`config.mk`:
```
export PLATFORM = sky130hd
export DESIGN_NAME = cubic_bisection_root
export DESIGN_NICKNAME = d
export VERILOG_FILES = /design/src/hw/rtl/cbr_pkg.sv /design/src/hw/rtl/cbr_horner.sv /design/src/hw/rtl/cubic_bisection_root.sv
export VERILOG_INCLUDE_DIRS = /design/src /design/src/hw/rtl
export SDC_FILE = /design/constraint.sdc
export NUM_CORES = 2
export LEC_CHECK = 0
export ABC_CLOCK_PERIOD_IN_PS = 19020
export BUFFER_PORTS_ARGS = -buffer_cell sky130_fd_sc_hd__buf_2
export CAP_MARGIN = 40
export CORE_MARGIN = 2
export CORE_UTILIZATION = 45
export DETAILED_ROUTE_END_ITERATION = 7
export RECOVER_POWER = 50
export SLEW_MARGIN = 30
export SYNTH_ARGS = -nofsm -noshare
export SYNTH_HDL_FRONTEND = slang
export SYNTH_SLANG_ARGS = --single-unit
```
`constraint.sdc`:
```
create_clock -name clk -period 19.02 [get_ports clk]
set_input_delay 3.804 -clock clk [delete_from_list [all_inputs] [get_ports clk]]
set_output_delay 3.804 -clock clk [all_outputs]
set_load 0.02 [all_outputs]
```
`src/hw/rtl/cubic_bisection_root_macros.svh`:
```
// Assertion helpers shared by the cubic bisection root finder RTL.
// Every property samples on the rising edge of clk and is off while rst_n is low.
`ifndef CUBIC_BISECTION_ROOT_MACROS_SVH
`define CUBIC_BISECTION_ROOT_MACROS_SVH

// Same-cycle implication.
`define CBR_ASSERT_IMP(label, ante, cons, msg) \
    label: assert property (@(posedge clk) disable iff (!rst_n) (ante) |-> (cons)) \
        else $error(msg);

// Next-cycle implication.
`define CBR_ASSERT_NXT(label, ante, cons, msg) \
    label: assert property (@(posedge clk) disable iff (!rst_n) (ante) |=> (cons)) \
        else $error(msg);

`endif

```
`src/hw/rtl/cbr_pkg.sv`:
```
package cbr_pkg;

    // Fixed widths of the ports and the configuration registers
    localparam int IO_BITS       = 32;
    localparam int TOL_BITS      = 31;
    localparam int STEP_BITS     = 7;
    localparam int CFG_DATA_BITS = 31;
    localparam int CFG_IDX_BITS  = 1;

    // Register indexes
    localparam logic [CFG_IDX_BITS-1:0] CFG_TOLERANCE  = 1'b0;
    localparam logic [CFG_IDX_BITS-1:0] CFG_STEP_LIMIT = 1'b1;

    // Reset values
    localparam logic [TOL_BITS-1:0]  TOL_RESET  = 31'd66;
    localparam logic [STEP_BITS-1:0] STEP_RESET = 7'd32;

    // Horner term index of the constant term (last multiply-add of an evaluation)
    localparam logic [1:0] LAST_TERM = 2'd2;

    // Query sequencer
    typedef enum logic [2:0] {
        ST_IDLE,
        ST_LOAD,
        ST_EVAL_LO,
        ST_EVAL_HI,
        ST_EVAL_MID,
        ST_DONE
    } cbr_state_t;

    // Shared multiply-add unit
    typedef enum logic [1:0] {
        HS_IDLE,
        HS_MUL,
        HS_ADD
    } cbr_hstate_t;

endpackage

```
`src/hw/rtl/cbr_horner.sv`:
```
module cbr_horner #(
    parameter int WORD_BITS = 32,
    parameter int FRAC_BITS = 16
) (
    input  logic                        clk,
    input  logic                        rst_n,
    input  logic                        start,
    input  logic signed [WORD_BITS-1:0] x,
    input  logic signed [WORD_BITS-1:0] c3,
    input  logic signed [WORD_BITS-1:0] c2,
    input  logic signed [WORD_BITS-1:0] c1,
    input  logic signed [WORD_BITS-1:0] c0,
    output logic                        done,
    output logic signed [WORD_BITS-1:0] p
);
    import cbr_pkg::*;

    // Multiplier operand slice: whole word up to 32 bits, two halves above
    localparam int DIG  = (WORD_BITS > 32) ? (WORD_BITS + 1) / 2 : WORD_BITS;
    localparam int NDIG = (WORD_BITS + DIG - 1) / DIG;
    localparam int BW   = NDIG * DIG;
    localparam int PW   = WORD_BITS + BW + 1;
    localparam int DPW  = WORD_BITS + DIG + 1;
    localparam int DCW  = (NDIG > 1) ? $clog2(NDIG) : 1;

    localparam logic signed [PW-1:0] Q_MAX =
        {{(PW - WORD_BITS + 1){1'b0}}, {(WORD_BITS - 1){1'b1}}};
    localparam logic signed [PW-1:0] Q_MIN = ~Q_MAX;
    localparam logic signed [WORD_BITS-1:0] W_MAX = {1'b0, {(WORD_BITS - 1){1'b1}}};
    localparam logic signed [WORD_BITS-1:0] W_MIN = {1'b1, {(WORD_BITS - 1){1'b0}}};

    cbr_hstate_t state_reg, state_next;
    logic [1:0]                  term_reg, term_next;
    logic [DCW-1:0]              dig_reg, dig_next;
    logic                        done_reg, done_next;
    logic signed [WORD_BITS-1:0] p_reg, p_next;
    logic signed [PW-1:0]        acc_reg, acc_next;

    logic signed [BW-1:0]        x_ext;
    logic [DIG-1:0]              chunk;
    logic                        last_dig;
    logic signed [DIG:0]         digit;
    logic signed [DPW-1:0]       part;
    logic signed [PW-1:0]        part_sh;
    logic signed [PW-1:0]        q;
    logic signed [WORD_BITS-1:0] q_sat;
    logic signed [WORD_BITS-1:0] addend;
    logic signed [WORD_BITS:0]   sum;
    logic signed [WORD_BITS-1:0] sum_sat;

    // Partial product: running value times one slice of the operand
    assign x_ext    = BW'(x);
    assign chunk    = x_ext[dig_reg * DIG +: DIG];
    assign last_dig = (dig_reg == DCW'(NDIG - 1));
    assign digit    = last_dig ? {chunk[DIG-1], chunk} : {1'b0, chunk};
    assign part     = p_reg * digit;
    assign part_sh  = PW'(part) <<< (dig_reg * DIG);

    // Floor shift, saturate, add the next coefficient, saturate again
    assign q     = acc_reg >>> FRAC_BITS;
    assign q_sat = (q > Q_MAX) ? W_MAX : ((q < Q_MIN) ? W_MIN : q[WORD_BITS-1:0]);

    always_comb
    begin
        case (term_reg)
            2'd0:    addend = c2;
            2'd1:    addend = c1;
            default: addend = c0;
        endcase
    end

    assign sum     = {q_sat[WORD_BITS-1], q_sat} + {addend[WORD_BITS-1], addend};
    assign sum_sat = (sum[WORD_BITS] != sum[WORD_BITS-1])
                   ? (sum[WORD_BITS] ? W_MIN : W_MAX) : sum[WORD_BITS-1:0];

    always_comb
    begin
        state_next = state_reg;
        term_next  = term_reg;
        dig_next   = dig_reg;
        done_next  = 1'b0;
        p_next     = p_reg;
        acc_next   = acc_reg;
        case (state_reg)
            HS_IDLE:
            begin
                if (start)
                begin
                    p_next     = c3;
                    term_next  = 2'd0;
                    dig_next   = '0;
                    state_next = HS_MUL;
                end
            end
            HS_MUL:
            begin
                acc_next = ((dig_reg == '0) ? '0 : acc_reg) + part_sh;
                if (last_dig)
                begin
                    dig_next   = '0;
                    state_next = HS_ADD;
                end
                else
                begin
                    dig_next = dig_reg + DCW'(1);
                end
            end
            HS_ADD:
            begin
                p_next = sum_sat;
                if (term_reg == LAST_TERM)
                begin
                    done_next  = 1'b1;
                    state_next = HS_IDLE;
                end
                else
                begin
                    term_next  = term_reg + 2'd1;
                    state_next = HS_MUL;
                end
            end
            default:
            begin
                state_next = HS_IDLE;
            end
        endcase
    end

    always_ff @(posedge clk or negedge rst_n)
    begin
        if (!rst_n)
        begin
            state_reg <= HS_IDLE;
            term_reg  <= 2'd0;
            dig_reg   <= '0;
            done_reg  <= 1'b0;
        end
        else
        begin
            state_reg <= state_next;
            term_reg  <= term_next;
            dig_reg   <= dig_next;
            done_reg  <= done_next;
        end
    end

    always_ff @(posedge clk)
    begin
        p_reg   <= p_next;
        acc_reg <= acc_next;
    end

    assign done = done_reg;
    assign p    = p_reg;

endmodule

```
`src/hw/rtl/cubic_bisection_root.sv`:
```
// Cubic bisection root finder. Each input transaction carries the four
// coefficients of p(t) = c3*t^3 + c2*t^2 + c1*t + c0 and a search interval, all
// signed fixed point (Q16.16 at the default WORD_BITS/FRAC_BITS); each produces
// exactly one output transaction with found and root. The cubic is evaluated at
// both ends first; if the ends fall in the same sign class (both <= 0 or both > 0)
// or step_limit is zero, the answer is not found. Otherwise up to step_limit
// midpoints are evaluated and the first one with |p| <= tolerance is returned;
// root reads zero when found is low. Every evaluation runs on one shared
// multiply-add unit: three dependent Horner steps, each M multiplier passes plus
// one saturating add, where M is 1 for WORD_BITS up to 32 and 2 above. The block
// takes one query at a time: in_ready is high only while it is idle, and a new
// query may be accepted while the previous result still waits in the output
// register. Write tolerance and step_limit only while no query is in flight.
`include "cubic_bisection_root_macros.svh"

module cubic_bisection_root #(
    parameter int WORD_BITS = 32,
    parameter int FRAC_BITS = 16
) (
    input  logic                                 clk,
    input  logic                                 rst_n,
    // Query channel
    input  logic                                 in_valid,
    output logic                                 in_ready,
    input  logic signed [cbr_pkg::IO_BITS-1:0]   coef_cubic,
    input  logic signed [cbr_pkg::IO_BITS-1:0]   coef_square,
    input  logic signed [cbr_pkg::IO_BITS-1:0]   coef_linear,
    input  logic signed [cbr_pkg::IO_BITS-1:0]   coef_const,
    input  logic signed [cbr_pkg::IO_BITS-1:0]   interval_start,
    input  logic signed [cbr_pkg::IO_BITS-1:0]   interval_end,
    // Result channel
    output logic                                 out_valid,
    input  logic                                 out_ready,
    output logic                                 found,
    output logic signed [cbr_pkg::IO_BITS-1:0]   root,
    // Configuration write port
    input  logic                                 cfg_wr_en,
    input  logic [cbr_pkg::CFG_IDX_BITS-1:0]     cfg_index,
    input  logic [cbr_pkg::CFG_DATA_BITS-1:0]    cfg_data
);
    import cbr_pkg::*;

    // Widths for input saturation, tolerance compare and root output
    localparam int EW = ((WORD_BITS > IO_BITS) ? WORD_BITS : IO_BITS) + 1;
    localparam int CW = ((WORD_BITS > TOL_BITS) ? WORD_BITS : TOL_BITS) + 2;
    localparam int RW = (WORD_BITS > IO_BITS) ? WORD_BITS : IO_BITS;

    localparam logic signed [EW-1:0] IN_MAX =
        {{(EW - WORD_BITS + 1){1'b0}}, {(WORD_BITS - 1){1'b1}}};
    localparam logic signed [EW-1:0] IN_MIN = ~IN_MAX;
    localparam logic signed [WORD_BITS-1:0] W_MAX = {1'b0, {(WORD_BITS - 1){1'b1}}};
    localparam logic signed [WORD_BITS-1:0] W_MIN = {1'b1, {(WORD_BITS - 1){1'b0}}};

    // Clamp a port value into the internal word range
    function automatic logic signed [WORD_BITS-1:0] sat_in(input logic signed [IO_BITS-1:0] v);
        logic signed [EW-1:0] e;
        e = EW'(v);
        if (e > IN_MAX)
        begin
            return W_MAX;
        end
        if (e < IN_MIN)
        begin
            return W_MIN;
        end
        return e[WORD_BITS-1:0];
    endfunction

    // floor((a + b) / 2), exact
    function automatic logic signed [WORD_BITS-1:0] midpoint(
        input logic signed [WORD_BITS-1:0] a,
        input logic signed [WORD_BITS-1:0] b
    );
        logic signed [WORD_BITS:0] s;
        s = {a[WORD_BITS-1], a} + {b[WORD_BITS-1], b};
        return s[WORD_BITS:1];
    endfunction

    cbr_state_t state_reg, state_next;

    // Configuration
    logic [TOL_BITS-1:0]  tol_reg;
    logic [STEP_BITS-1:0] step_limit_reg;

    // Query payload and search state
    logic signed [WORD_BITS-1:0] c3_reg, c3_next;
    logic signed [WORD_BITS-1:0] c2_reg, c2_next;
    logic signed [WORD_BITS-1:0] c1_reg, c1_next;
    logic signed [WORD_BITS-1:0] c0_reg, c0_next;
    logic signed [WORD_BITS-1:0] t0_reg, t0_next;
    logic signed [WORD_BITS-1:0] t1_reg, t1_next;
    logic signed [WORD_BITS-1:0] x_reg, x_next;
    logic                        s0_reg, s0_next;
    logic [STEP_BITS-1:0]        iter_reg, iter_next;
    logic                        res_found_reg, res_found_next;
    logic signed [WORD_BITS-1:0] res_root_reg, res_root_next;

    // Output register
    logic                        out_valid_reg, out_valid_next;
    logic                        found_reg, found_next;
    logic signed [IO_BITS-1:0]   root_reg, root_next;
    logic                        out_load;

    // Shared evaluation unit
    logic                        h_start;
    logic                        h_done;
    logic signed [WORD_BITS-1:0] h_p;

    logic                        p_nonpos;
    logic signed [CW-1:0]        p_c;
    logic signed [CW-1:0]        tol_c;
    logic                        hit;
    logic signed [RW-1:0]        res_root_ext;

    cbr_horner #(
        .WORD_BITS (WORD_BITS),
        .FRAC_BITS (FRAC_BITS)
    ) u_horner (
        .clk   (clk),
        .rst_n (rst_n),
        .start (h_start),
        .x     (x_reg),
        .c3    (c3_reg),
        .c2    (c2_reg),
        .c1    (c1_reg),
        .c0    (c0_reg),
        .done  (h_done),
        .p     (h_p)
    );

    // Sign class and tolerance window of the value just evaluated
    assign p_nonpos = h_p[WORD_BITS-1] || (h_p == '0);
    assign p_c      = CW'(h_p);
    assign tol_c    = CW'(tol_reg);
    assign hit      = (p_c <= tol_c) && (p_c >= -tol_c);

    assign res_root_ext = RW'(res_root_reg);

    always_comb
    begin
        state_next     = state_reg;
        c3_next        = c3_reg;
        c2_next        = c2_reg;
        c1_next        = c1_reg;
        c0_next        = c0_reg;
        t0_next        = t0_reg;
        t1_next        = t1_reg;
        x_next         = x_reg;
        s0_next        = s0_reg;
        iter_next      = iter_reg;
        res_found_next = res_found_reg;
        res_root_next  = res_root_reg;
        h_start        = 1'b0;
        out_load       = 1'b0;
        in_ready       = (state_reg == ST_IDLE);

        case (state_reg)
            ST_IDLE:
            begin
                // Latch the query; unless step_limit is zero, ST_LOAD then starts the unit on the stored values
                if (in_valid)
                begin
                    c3_next = sat_in(coef_cubic);
                    c2_next = sat_in(coef_square);
                    c1_next = sat_in(coef_linear);
                    c0_next = sat_in(coef_const);
                    t0_next = sat_in(interval_start);
                    t1_next = sat_in(interval_end);
                    x_next  = sat_in(interval_start);
                    if (step_limit_reg == '0)
                    begin
                        res_found_next = 1'b0;
                        res_root_next  = '0;
                        state_next     = ST_DONE;
                    end
                    else
                    begin
                        state_next = ST_LOAD;
                    end
                end
            end
            ST_LOAD:
            begin
                h_start    = 1'b1;
                state_next = ST_EVAL_LO;
            end
            ST_EVAL_LO:
            begin
                // Record the lower end's sign class, move on to the upper end
                if (h_done)
                begin
                    s0_next    = p_nonpos;
                    x_next     = t1_reg;
                    h_start    = 1'b1;
                    state_next = ST_EVAL_HI;
                end
            end
            ST_EVAL_HI:
            begin
                if (h_done)
                begin
                    if (p_nonpos == s0_reg)
                    begin
                        // No sign change across the interval: answer not found
                        res_found_next = 1'b0;
                        res_root_next  = '0;
                        state_next     = ST_DONE;
                    end
                    else
                    begin
                        x_next     = midpoint(t0_reg, t1_reg);
                        iter_next  = '0;
                        h_start    = 1'b1;
                        state_next = ST_EVAL_MID;
                    end
                end
            end
            ST_EVAL_MID:
            begin
                if (h_done)
                begin
                    if (hit)
                    begin
                        res_found_next = 1'b1;
                        res_root_next  = x_reg;
                        state_next     = ST_DONE;
                    end
                    else
                    begin
                        // Keep the half whose end differs in sign class from the midpoint
                        if (p_nonpos == s0_reg)
                        begin
                            t0_next = x_reg;
                        end
                        else
                        begin
                            t1_next = x_reg;
                        end
                        if ((iter_reg + STEP_BITS'(1)) == step_limit_reg)
                        begin
                            res_found_next = 1'b0;
                            res_root_next  = '0;
                            state_next     = ST_DONE;
                        end
                        else
                        begin
                            x_next     = midpoint(t0_next, t1_next);
                            iter_next  = iter_reg + STEP_BITS'(1);
                            h_start    = 1'b1;
                        end
                    end
                end
            end
            ST_DONE:
            begin
                // Hold the result until the output register is free
                if (!out_valid_reg || out_ready)
                begin
                    out_load   = 1'b1;
                    state_next = ST_IDLE;
                end
            end
            default:
            begin
                state_next = ST_IDLE;
            end
        endcase
    end

    // Output register: load a finished result, drop it once the transaction completes
    always_comb
    begin
        found_next = found_reg;
        root_next  = root_reg;
        if (out_load)
        begin
            out_valid_next = 1'b1;
            found_next     = res_found_reg;
            root_next      = res_root_ext[IO_BITS-1:0];
        end
        else if (out_ready)
        begin
            out_valid_next = 1'b0;
        end
        else
        begin
            out_valid_next = out_valid_reg;
        end
    end

    always_ff @(posedge clk or negedge rst_n)
    begin
        if (!rst_n)
        begin
            state_reg      <= ST_IDLE;
            out_valid_reg  <= 1'b0;
            tol_reg        <= TOL_RESET;
            step_limit_reg <= STEP_RESET;
        end
        else
        begin
            state_reg     <= state_next;
            out_valid_reg <= out_valid_next;
            if (cfg_wr_en)
            begin
                case (cfg_index)
                    CFG_TOLERANCE:  tol_reg        <= cfg_data[TOL_BITS-1:0];
                    CFG_STEP_LIMIT: step_limit_reg <= cfg_data[STEP_BITS-1:0];
                    default:        tol_reg        <= tol_reg;
                endcase
            end
        end
    end

    always_ff @(posedge clk)
    begin
        c3_reg        <= c3_next;
        c2_reg        <= c2_next;
        c1_reg        <= c1_next;
        c0_reg        <= c0_next;
        t0_reg        <= t0_next;
        t1_reg        <= t1_next;
        x_reg         <= x_next;
        s0_reg        <= s0_next;
        iter_reg      <= iter_next;
        res_found_reg <= res_found_next;
        res_root_reg  <= res_root_next;
        found_reg     <= found_next;
        root_reg      <= root_next;
    end

    assign out_valid = out_valid_reg;
    assign found     = found_reg;
    assign root      = root_reg;

    `CBR_ASSERT_IMP(a_nf_root_zero, out_valid_reg && !found_reg, root_reg == '0,
        "root must be zero when not found")
    `CBR_ASSERT_IMP(a_done_in_eval, h_done,
        state_reg == ST_EVAL_LO || state_reg == ST_EVAL_HI || state_reg == ST_EVAL_MID,
        "evaluation finished outside an evaluation state")
    `CBR_ASSERT_NXT(a_busy_after_accept, in_valid && in_ready, !in_ready,
        "query accepted but block still ready")

endmodule

```
==> metrics.md <==
| Metric | Value |
|---|---|
| Run status | `complete, but fails checks` |
| Failing checks | `capacitance limit, slew limit` |
| Layout cells sized above 1 | `8.235%` |
| Clk slew on worst S/H paths | `0.07 ns` |
| Syn avg cell area | `9.603 sq um` |
| First-pass GRT wire length | `~280 mm` |
| Final design utilization | `approximately half` |
| Fin. Hold Viols | `0` |
| Commonest non-fill, non-tap cell in the layout | `inv_1` |
| Worst Hold Slack | `between 0.4 and 0.5 ns` |
| Clock tree buffer depth | `3` |
| Ys Warns | `0` |
| DPL Wire Length | `~140 mm` |
| Clk Tree Root Cell | `clkbuf_16` |
| Top-level port count | `264` |
| RePlAce Congestion | `about 0.92` |
| Crit-path max FO | `a little under 50` |
| Post_cts resized | `0` |
| Worst-case clock skew | `between 0.07 and 0.08 ns` |
| Max stage delay cell, worst path | `clkbuf_1` |
| Async SR Flop Fraction | `between 10 and 15%` |
| Routed vias/inst | `5.384` |
| Iter 0 DRT Violations | `2811` |
| Fin Setup TNS | `0 ns` |
| Post-synth EDFFs | `379` |
| DIE WIDTH | `372.8 microns` |
| Gr usage total | `25.89%` |
| Number of CTS-inserted buffers | `54` |
| PortBufs | `~260` |
| Met3 WL post-DR | `10.53 mm` |
| DR vias | `about 44k` |
| Grt ovf | `0` |
| Post-CTS Hold Buffers | `0` |
| Clock Sinks | `426` |
| Mapped Cells | `6373` |
| CTS tree | `built` |
| WL met1 | `~77 mm` |
| H-Tree Depth | `2` |
| Max FFs per register | `between 40 and 50` |
| Critical Path Most Common Cell | `clkbuf_1` |
| Min Tclk post-route | `around 9.5 ns` |
| Slew @ Worst Pin | `3.111 ns` |
| Maximum capacitance violations | `7` |
| Cell row count | `135` |
| Seq/Total Area, Yosys | `20.52%` |
| Crit Path Class | `reg2reg` |
| CP max stage delay | `roughly 2.2 ns` |
| Critical-path cell list | `clkbuf_1 > nor4_1 > nand4_1 > o21ai_0 > clkbuf_1 > xor2_4 > clkbuf_1 > clkbuf_1 > mux2_2 > ha_1 > a41o_1 > or4_1 > a21oi_1 > nor2_1 > a31o_2 > a221oi_2 > o21ai_1 > xor2_1 > a22oi_1 > o21ai_0` |
| Post-route ant nets | `0` |
| Crit path DAT | `9.74 ns` |
| Nets | `8044` |
| Drt first pass iters | `5` |
| Crit end category | `register` |
| Largest net degree at the start of global routing | `71` |
| Worst-Skew Late Latency | `0.69 ns` |
| Synth Cell Area | `61200 sq um` |
| CORE AREA | `135300 sq um` |
| Final setup viols | `0` |
| Worst hold path class | `reg2reg` |
| Top sig layer | `met5` |
| Slew Limit Fails | `319` |
| DRC violation count after routing | `0` |
| Layout area overhead | `7.691%` |
| Initial Utilization | `a little under half` |
| Distinct cells, synth | `96` |
| Synthesis-stage register bit count | `between 400 and 500` |
| Required time of the critical path | `around 19 ns` |
| Final WL | `175.8 mm` |
| Main synth FF type | `edfxtp_1` |
| Metal2 WL | `83.93 mm` |
| Vias in the first global route | `46.97k` |
| Syn_nets | `8038` |
| Initial antenna violation count | `14` |
| Post-CTS setup buffer count | `0` |
| Setup repair after global routing missed its margin | `no` |
| Fmax | `0.1054 GHz` |
| Startpoint Class | `register` |
| Die area | `139000 sq um` |
| Chip height | `roughly 370 microns` |
| Leading cell types in the layout, fill and taps excluded | `inv_1, fa_1, nand2_1` |
| Slew Limit Headroom | `-107.4%` |
| Tcrit/Tclk final | `49.88%` |
| Fillers | `12.66k` |
| Routed wire length per instance | `~21 microns` |
metrics by stage:
stage | worst slack (ns) | std cells | area, sq um
4_1_cts | 10.20 | 8201 | 65930
5_1_grt | 9.103 | 8208 | 65910
3_5_place_dp | 10.26 | 8100 | 64070
3_3_place_gp | 10.33 | 8092 | 63940
2_1_floorplan | 9.898 | 6373 | 61200
6_report | 9.534 | 8208 | 65910
synthesized netlist by cell type (23+ instances only):
library cell	count	area, sq um
xor2_1	63	551.8
nor2_1	186	698.2
xnor2_1	106	928.4
o21ai_0	121	605.6
nand4_1	38	237.7
and3_1	31	193.9
o21a_1	25	187.7
ha_1	344	4304
nand2b_1	24	150.1
dfrtp_1	44	1101
o22ai_1	23	143.9
a22oi_1	48	360.4
and2_1	559	3497
nor3_1	36	180.2
nor4_1	24	150.1
edfxtp_1	379	11380
clkbuf_1	397	1490
nor2b_1	33	206.5
nand2_1	966	3626
nand3_1	43	215.2
a21o_1	95	713.2
inv_1	1157	4343
mux2_2	70	788.3
fa_1	1092	21860
a21oi_1	174	870.8
area by class of cell:
| cell class | instances | area [sq um] | share of cell area (%) |
|---|---|---|---|
| antenna | 3 | 7.507 | 0.01139 |
| clock buffer | 67 | 1430 | 2.170 |
| clock inverter | 34 | 429.2 | 0.6512 |
| inverter | 1160 | 4354 | 6.607 |
| multi-input combinational | 4365 | 42730 | 64.84 |
| sequential | 426 | 12560 | 19.06 |
| tap | 1781 | 2228 | 3.381 |
| timing repair buffer | 372 | 2163 | 3.282 |
path summary, 6_finish.rpt:
path	startpoint	to	slack, ns	depth (start not counted)
max in group asynchronous	rst_n	tol_reg[2]$_DFFE_PN0P_	13.14	2
min	res_root_ext[19]$_SDFFCE_PN0P_	root[19]$_DFFE_PP_	0.42	0
min reg2reg	res_root_ext[19]$_SDFFCE_PN0P_	root[19]$_DFFE_PP_	0.42	0
max	u_horner.p[12]$_DFFE_PP_	x_reg[27]$_DFFE_PP_	9.53	20
min in group asynchronous	rst_n	out_valid$_DFFE_PN0P_	4.18	2
max reg2reg	u_horner.p[12]$_DFFE_PP_	x_reg[27]$_DFFE_PP_	9.53	20
critical path: cells and delay by family, from the launching register on:
| kind | cells | cell delay, ns |
|---|---|---|
| AO/OA/AOI/OAI | 8 | 1.96 |
| XOR/XNOR | 2 | 0.33 |
| adder cells (fa/ha/maj) | 1 | 0.37 |
| buffers and inverters | 4 | 4.20 |
| flip-flops | 1 | 0.61 |
| multiplexers | 1 | 0.50 |
| AND/OR/NAND/NOR | 4 | 1.06 |
layer usage:
| layer | vias to the layer above | track usage, % |
|---|---|---|
| met1 | 22844 | 36.36 |
| met4 | 6 | 5.936 |
| met2 | 1346 | 42.84 |
| met3 | 237 | 3.341 |
| met5 | - | 0 |
| li1 | 19757 | - |
logic make-up (layout without fill, tap and decap cells):
| group | count (synthesis) | count (layout) | synth area share, % |
|---|---|---|---|
| AOI/OAI and AO/OA | 686 | 686 | 7.356 |
| xor gates and xnor gates | 169 | 169 | 2.419 |
| adders and majority gates | 1439 | 1439 | 42.80 |
| buffers and inverters | 1582 | 1633 | 9.783 |
| DFF | 426 | 426 | 20.52 |
| muxes | 86 | 86 | 1.556 |
| other | 0 | 3 | 0 |
| and+or+nand+nor | 1985 | 1985 | 15.56 |
Power is not shown: default switching activity piles up to over one toggle a cycle in this logic, so the estimate is an artifact.
